===== src/design/assert_macros.svh =====
// Assertion macros shared by the RTL. The checks compile away when SYNTHESIS is set.
`ifndef ASSERT_MACROS_SVH
`define ASSERT_MACROS_SVH
`ifndef SYNTHESIS
`define AST_HOLDS(lbl, prop, msg) \
    lbl: assert property (@(posedge i_clk) disable iff (!i_rst_n) prop) else $error(msg);
`define AST_NEVER(lbl, expr, msg) \
    lbl: assert property (@(posedge i_clk) disable iff (!i_rst_n) !(expr)) else $error(msg);
`else
`define AST_HOLDS(lbl, prop, msg)
`define AST_NEVER(lbl, expr, msg)
`endif
`endif


===== src/design/ovn2d_pkg.sv =====
// ----------------------------------------------------------------------------
// ovn2d_pkg
// Types and constants shared by the octave value noise block.
// ----------------------------------------------------------------------------
package ovn2d_pkg;

    localparam int MAP_SIZE = 256;
    localparam int MAP_BITS = $clog2(MAP_SIZE);
    localparam int ADDR_BITS = 2 * MAP_BITS;

    localparam logic [2:0]  MAX_OCTAVES   = 3'd6;
    localparam logic [2:0]  RST_OCTAVES   = 3'd6;
    localparam logic [15:0] RST_BIAS      = 16'd8192;
    localparam logic [31:0] WEIGHT_ONE    = 32'h0001_0000;

    localparam logic ACT_WRITE   = 1'b0;
    localparam logic ACT_COMPUTE = 1'b1;

    localparam logic CFG_OCTAVES = 1'b0;
    localparam logic CFG_BIAS    = 1'b1;

    typedef struct packed {
        logic        action;
        logic [7:0]  cell_x;
        logic [7:0]  cell_y;
        logic [15:0] seed_value;
    } t_item;

    typedef struct packed {
        logic [15:0] noise_value;
        logic [7:0]  out_x;
        logic [7:0]  out_y;
    } t_result;

    typedef enum logic [3:0] {
        S_IDLE,
        S_READ,
        S_MULT,
        S_ACCUM,
        S_VMUL,
        S_SUM,
        S_WDIV,
        S_WWAIT,
        S_FDIV,
        S_FWAIT,
        S_OUT
    } t_state;

    typedef struct packed {
        logic       wr;
        logic       load;
        logic       rd;
        logic       mul;
        logic       acc_add;
        logic       acc_clr;
        logic       vmul;
        logic       num_add;
        logic       wdiv_start;
        logic       fdiv_start;
        logic       w_load;
        logic       res_load;
        logic       res_clr;
        logic [2:0] octave;
        logic [1:0] corner;
    } t_dp_cmd;

    typedef struct packed {
        logic div_done;
    } t_dp_stat;

endpackage


===== src/design/ovn2d_ctrl.sv =====
// ----------------------------------------------------------------------------
// ovn2d_ctrl
// Sequencer that walks octaves and corners and drives the datapath.
// ----------------------------------------------------------------------------
`include "assert_macros.svh"
module ovn2d_ctrl
    import ovn2d_pkg::*;
(
    input  logic       i_clk,
    input  logic       i_rst_n,
    input  logic       i_start,
    input  logic       i_action,
    input  logic [2:0] i_octave_count,
    input  t_dp_stat   i_stat,
    output t_dp_cmd    o_cmd,
    output logic       o_busy,
    output logic       o_valid
);

    t_state     r_state, n_state;
    logic [2:0] r_oct, n_oct;
    logic [2:0] r_noct, n_noct;
    logic [1:0] r_corner, n_corner;

    always_ff @(posedge i_clk) begin
        if (!i_rst_n) begin
            r_state  <= S_IDLE;
            r_oct    <= '0;
            r_noct   <= '0;
            r_corner <= '0;
        end else begin
            r_state  <= n_state;
            r_oct    <= n_oct;
            r_noct   <= n_noct;
            r_corner <= n_corner;
        end
    end

    always_comb begin
        n_state  = r_state;
        n_oct    = r_oct;
        n_noct   = r_noct;
        n_corner = r_corner;
        o_cmd        = '0;
        o_cmd.octave = r_oct;
        o_cmd.corner = r_corner;
        case (r_state)
            S_IDLE: begin
                if (i_start) begin
                    if (i_action == ACT_WRITE) begin
                        o_cmd.wr = 1'b1;
                    end else begin
                        o_cmd.load = 1'b1;
                        n_oct      = '0;
                        n_corner   = '0;
                        n_noct     = (i_octave_count > MAX_OCTAVES) ? 3'd0 : i_octave_count;
                        if (i_octave_count == 3'd0 || i_octave_count > MAX_OCTAVES) begin
                            o_cmd.res_clr = 1'b1;
                            n_state       = S_OUT;
                        end else begin
                            n_state = S_READ;
                        end
                    end
                end
            end
            S_READ: begin
                o_cmd.rd = 1'b1;
                n_state  = S_MULT;
            end
            S_MULT: begin
                o_cmd.mul = 1'b1;
                n_state   = S_ACCUM;
            end
            S_ACCUM: begin
                o_cmd.acc_add = 1'b1;
                n_corner      = r_corner + 2'd1;
                n_state       = (r_corner == 2'd3) ? S_VMUL : S_READ;
            end
            S_VMUL: begin
                o_cmd.vmul = 1'b1;
                n_state    = S_SUM;
            end
            S_SUM: begin
                o_cmd.num_add = 1'b1;
                o_cmd.acc_clr = 1'b1;
                n_state       = (r_oct == r_noct - 3'd1) ? S_FDIV : S_WDIV;
            end
            S_WDIV: begin
                o_cmd.wdiv_start = 1'b1;
                n_state          = S_WWAIT;
            end
            S_WWAIT: begin
                if (i_stat.div_done) begin
                    o_cmd.w_load = 1'b1;
                    n_oct        = r_oct + 3'd1;
                    n_corner     = '0;
                    n_state      = S_READ;
                end
            end
            S_FDIV: begin
                o_cmd.fdiv_start = 1'b1;
                n_state          = S_FWAIT;
            end
            S_FWAIT: begin
                if (i_stat.div_done) begin
                    o_cmd.res_load = 1'b1;
                    n_state        = S_OUT;
                end
            end
            S_OUT: begin
                n_state = S_IDLE;
            end
            default: begin
                n_state = S_IDLE;
            end
        endcase
    end

    assign o_busy  = (r_state != S_IDLE);
    assign o_valid = (r_state == S_OUT);

    `AST_HOLDS(a_idle_after_result, o_valid |=> !o_busy, "result not followed by idle")
    `AST_HOLDS(a_compute_busy, (i_start && !o_busy && i_action == ACT_COMPUTE) |=> o_busy, "compute not started")
    `AST_HOLDS(a_write_single, (i_start && !o_busy && i_action == ACT_WRITE) |=> !o_busy, "write took more than one cycle")
    `AST_NEVER(a_octave_range, (r_state == S_READ) && (r_oct >= r_noct), "octave index past count")

endmodule


===== config.mk =====
export PLATFORM = sky130hd
export DESIGN_NAME = ovn2d_ctrl
export DESIGN_NICKNAME = d
export VERILOG_FILES = /design/src/design/ovn2d_pkg.sv /design/src/design/ovn2d_ctrl.sv
export VERILOG_INCLUDE_DIRS = /design/src /design/src/design
export SDC_FILE = /design/constraint.sdc
export NUM_CORES = 1
export LEC_CHECK = 0
export ABC_AREA = 1
export BUFFER_PORTS_ARGS = -buffer_cell sky130_fd_sc_hd__buf_2
export CORE_UTILIZATION = 30
export CTS_CLUSTER_SIZE = 20
export DETAILED_ROUTE_END_ITERATION = 12
export PLACE_DENSITY = 0.61
export SYNTH_ARGS = -nofsm -noshare
export SYNTH_HDL_FRONTEND = slang
export SYNTH_SLANG_ARGS = --single-unit

===== constraint.sdc =====
create_clock -name i_clk -period 1.4 [get_ports i_clk]
set_input_delay 0.07 -clock i_clk [delete_from_list [all_inputs] [get_ports i_clk]]
set_output_delay 0.07 -clock i_clk [all_outputs]
set_load 0.05 [all_outputs]

==> flow_summary_export.csv <==
group,metric,value,unit
setup_path,path_buf_inv,2,
floorplan,dieArea,0.00306,sq mm
setup_path,worstSetupPathType,"flip-flop to output pin",
synth,syn_nets,139,
clocking,root_buffer,"clkbuf_4",
clocking,cts_made_buffers,3,
setup_path,path_delay_family,"simple AND/OR/NAND/NOR gates",
finish,final_nets,178,
finish,antennaDiodeCount,0,
setup_path,timing.rr.end,"r_state[1]$_SDFFE_PN0P_",
finish,fillers,266,
setup_path,reg2reg_setup_slack,0.08,ns
placed_design,dpl.hpwl,1600,microns
setup_path,rr_worst_depth,9,
synth,yosysWarnings,0,
timing,worst_slew_margin_rel,0.822,
setup_path,crit_start,"r_state[2]$_SDFFE_PN0P_",
timing,slew_violations,0,
timing,fin_crit,1.38,ns
floorplan,start_util,0.329,
synth,ys_seq_elements,12,
floorplan,rows,18,
power,vdd_drop_max,0.646,mV
drt,routedWlPerCell,10.4,microns
setup_path,critPathLaunchType,"flip-flop",
drt,drt-vias-per-instance,4.78,
global_routing,antenna_found_initial,0,
setup_path,cp_num_cells,6,
setup_path,cpPeakStageDelay,0.34,ns
synth,synth_area,852,sq um
floorplan,core-area,0.00259,sq mm
setup_path,rr_startpoint,"r_state[1]$_SDFFE_PN0P_",
clocking,cts_buffer_depth,2,
setup_path,worstPathMaxFanout,6,
global_routing,grt_max_degree,11,
timing,rsz0062_at_grt,"yes",
clocking,clk_pin_slew,0.07,ns
setup_path,crit_chain,"inv_2, nand2_4, nor2_8, nand2_2, nor2_2, buf_6",
placed_design,placedCellCount,184,
timing,fmax,0.722,GHz
timing,hold_ws,0.0431,ns
drt,dr.pass1.iters,4,
drt,drt_iter0_markers,17,
clocking,clock_sinks,12,
synth,yosys.cell_types.count,22,
job,drv_cap,0,
drt,drt.antenna.violating_nets,0,
clocking,htree_levels,1,
placed_design,place_congestion,0.852,
global_routing,grt_use_total,0.138,
finish,area_growth,44.5,%
drt,vias,936,
floorplan,die_w,55.3,microns
clocking,clk_latency,0.27,ns
floorplan,die_y,55.3,microns
timing,worst_pin_slew,0.266,ns
synth,synth_area_per_cell,6.66,sq um
clocking,cts_tree,"built",
global_routing,grt_pass1_wl,3510,microns
timing,hold_viol,0,
global_routing,overflow,0,
placed_design,io_buffers,27,
finish,drive_gt1_frac,0.458,
synth,synth-seq-area-share,0.282,
timing,fin_worst_skew,0.00575,ns
drt,drc,0,
finish,fin_cells,196,
setup_path,critPathArrivalTime,1.31,ns
setup_path,end_kind,"output pin",
floorplan,ios,28,
drt,drt_wl_total,2040,microns
setup_path,worstPathRequired,1.33,ns
run_status,status,"finished clean",
global_routing,grt_pass1_vias,849,
timing,timing.final.crit_share,0.989,
power,p_per_area,1050,mW/mm^2
timing,setup_viol,0,
synth,syn_inst,128,
setup_path,endpoint,"o_cmd[17]",
worst_hold_path,hold_class,"primary input to flip-flop",
clocking,postCtsHoldBufs,0,
setup_path,cp_slowest_cell,"dfxtp_2",
power,p_leak,0.598,nW
==> report_power, final <==
| group | total (mW) | leakage, nW | internal (mW) | switching (mW) |
|---|---|---|---|---|
| clock network | 0.277 | 0.0210 | 0.158 | 0.119 |
| registers | 0.396 | 0.100 | 0.370 | 0.0260 |
| logic | 0.615 | 0.477 | 0.228 | 0.387 |
==> registers in the layout, indices dropped and copies added, names as in the netlist <==
register and count:
r_noct 3, r_corner 2, r_state 4, r_oct 3
==> cells by family after synthesis <==
logic type	share of synthesized area
AND/OR/NAND/NOR	0.441
buffers and inverters	0.0969
AO/OA/AOI/OAI	0.126
flip-flops	0.282
adder cells (fa/ha/maj)	0.0441
XOR/XNOR	0.0103
==> metal layers <==
layer,global-route usage,part of all wire,vias up
met1,0.192,0.47,411
met5,0,0,-
met4,0.0643,0.0088,0
met2,0.215,0.46,32
met3,0.0141,0.056,2
li1,-,-,491
==> Yosys cell counts (all sizes together) <==
cell | n | area, sq um
nand2 | 37 | 188
nor2 | 20 | 116
inv | 19 | 71.3
a21oi | 15 | 75.1
dfxtp | 12 | 240
nand3 | 10 | 50.1
a211oi | 3 | 22.5
ha | 3 | 37.5
nor3 | 3 | 15.0
o21ai | 2 | 10.0
buf | 1 | 7.51
clkinv | 1 | 3.75
nand4 | 1 | 6.26
xnor2 | 1 | 8.76
==> placed cells by master (no fill, tap or decap), types with 2 or more instances in the layout <==
| master | count |
|---|---|
| nand2_4 | 3 |
| nor3_1 | 2 |
| inv_2 | 5 |
| dfxtp_1 | 7 |
| nor2_4 | 3 |
| inv_1 | 11 |
| nand2_2 | 6 |
| dfxtp_2 | 4 |
| nor2_2 | 7 |
| ha_1 | 2 |
| nand2_1 | 27 |
| buf_2 | 17 |
| a21oi_1 | 14 |
| nor2_1 | 9 |
| buf_6 | 4 |
| a211oi_1 | 3 |
| buf_4 | 10 |
| clkbuf_4 | 5 |
| nand3_1 | 10 |
| inv_4 | 3 |
==> worst min path at each step <==
stage | from | cells past startpoint | slack, ns | to
3_5_place_dp | i_rst_n | 3 | 0.33 | r_state[2]$_SDFFE_PN0P_
2_1_floorplan | i_rst_n | 2 | 0.17 | r_state[2]$_SDFFE_PN0P_
4_1_cts | i_rst_n | 3 | 0.04 | r_state[2]$_SDFFE_PN0P_
6_report | i_rst_n | 3 | 0.04 | r_state[2]$_SDFFE_PN0P_
5_1_grt | i_rst_n | 3 | 0.05 | r_state[2]$_SDFFE_PN0P_
3_3_place_gp | i_rst_n | 3 | 0.32 | r_state[2]$_SDFFE_PN0P_
==> cell type report <==
type                            instances  area (sq um)  area share
Multi-Input combinational cell         95           571       0.463
Timing Repair Buffer                   35           255       0.207
Sequential cell                        12           249       0.202
Inverter                               20          82.6      0.0671
Tap cell                               30          37.5      0.0305
Clock buffer                            4          36.3      0.0295
==> per-stage QoR <==
stage	cell area, sq um	setup TNS (ns)	setup slack, ns	utilization	power, mW
after floorplan	872	0	0.00397	-	0.804
after global placement	1040	0	0.0907	0.400	0.895
after detailed placement	1040	0	0.0546	0.400	0.903
after CTS	1130	-0.00111	-0.00111	0.436	1.22
after global routing	1230	-0.157	-0.0611	0.475	1.37
final	1230	0	0.0154	0.475	1.29
==> worst min-delay path: stages <==
cell and delay [ns]:
buf_2 0.12, nand2_1 0.06, inv_1 0.04
==> timing repair <==
action / in CTS / in global routing
pin swaps: 3 / 8
setup buffers: 2 / 6
resized for setup: 17 / 17
endpoints found under the setup margin: 7 / 13
(Power assumes the default switching activity.)
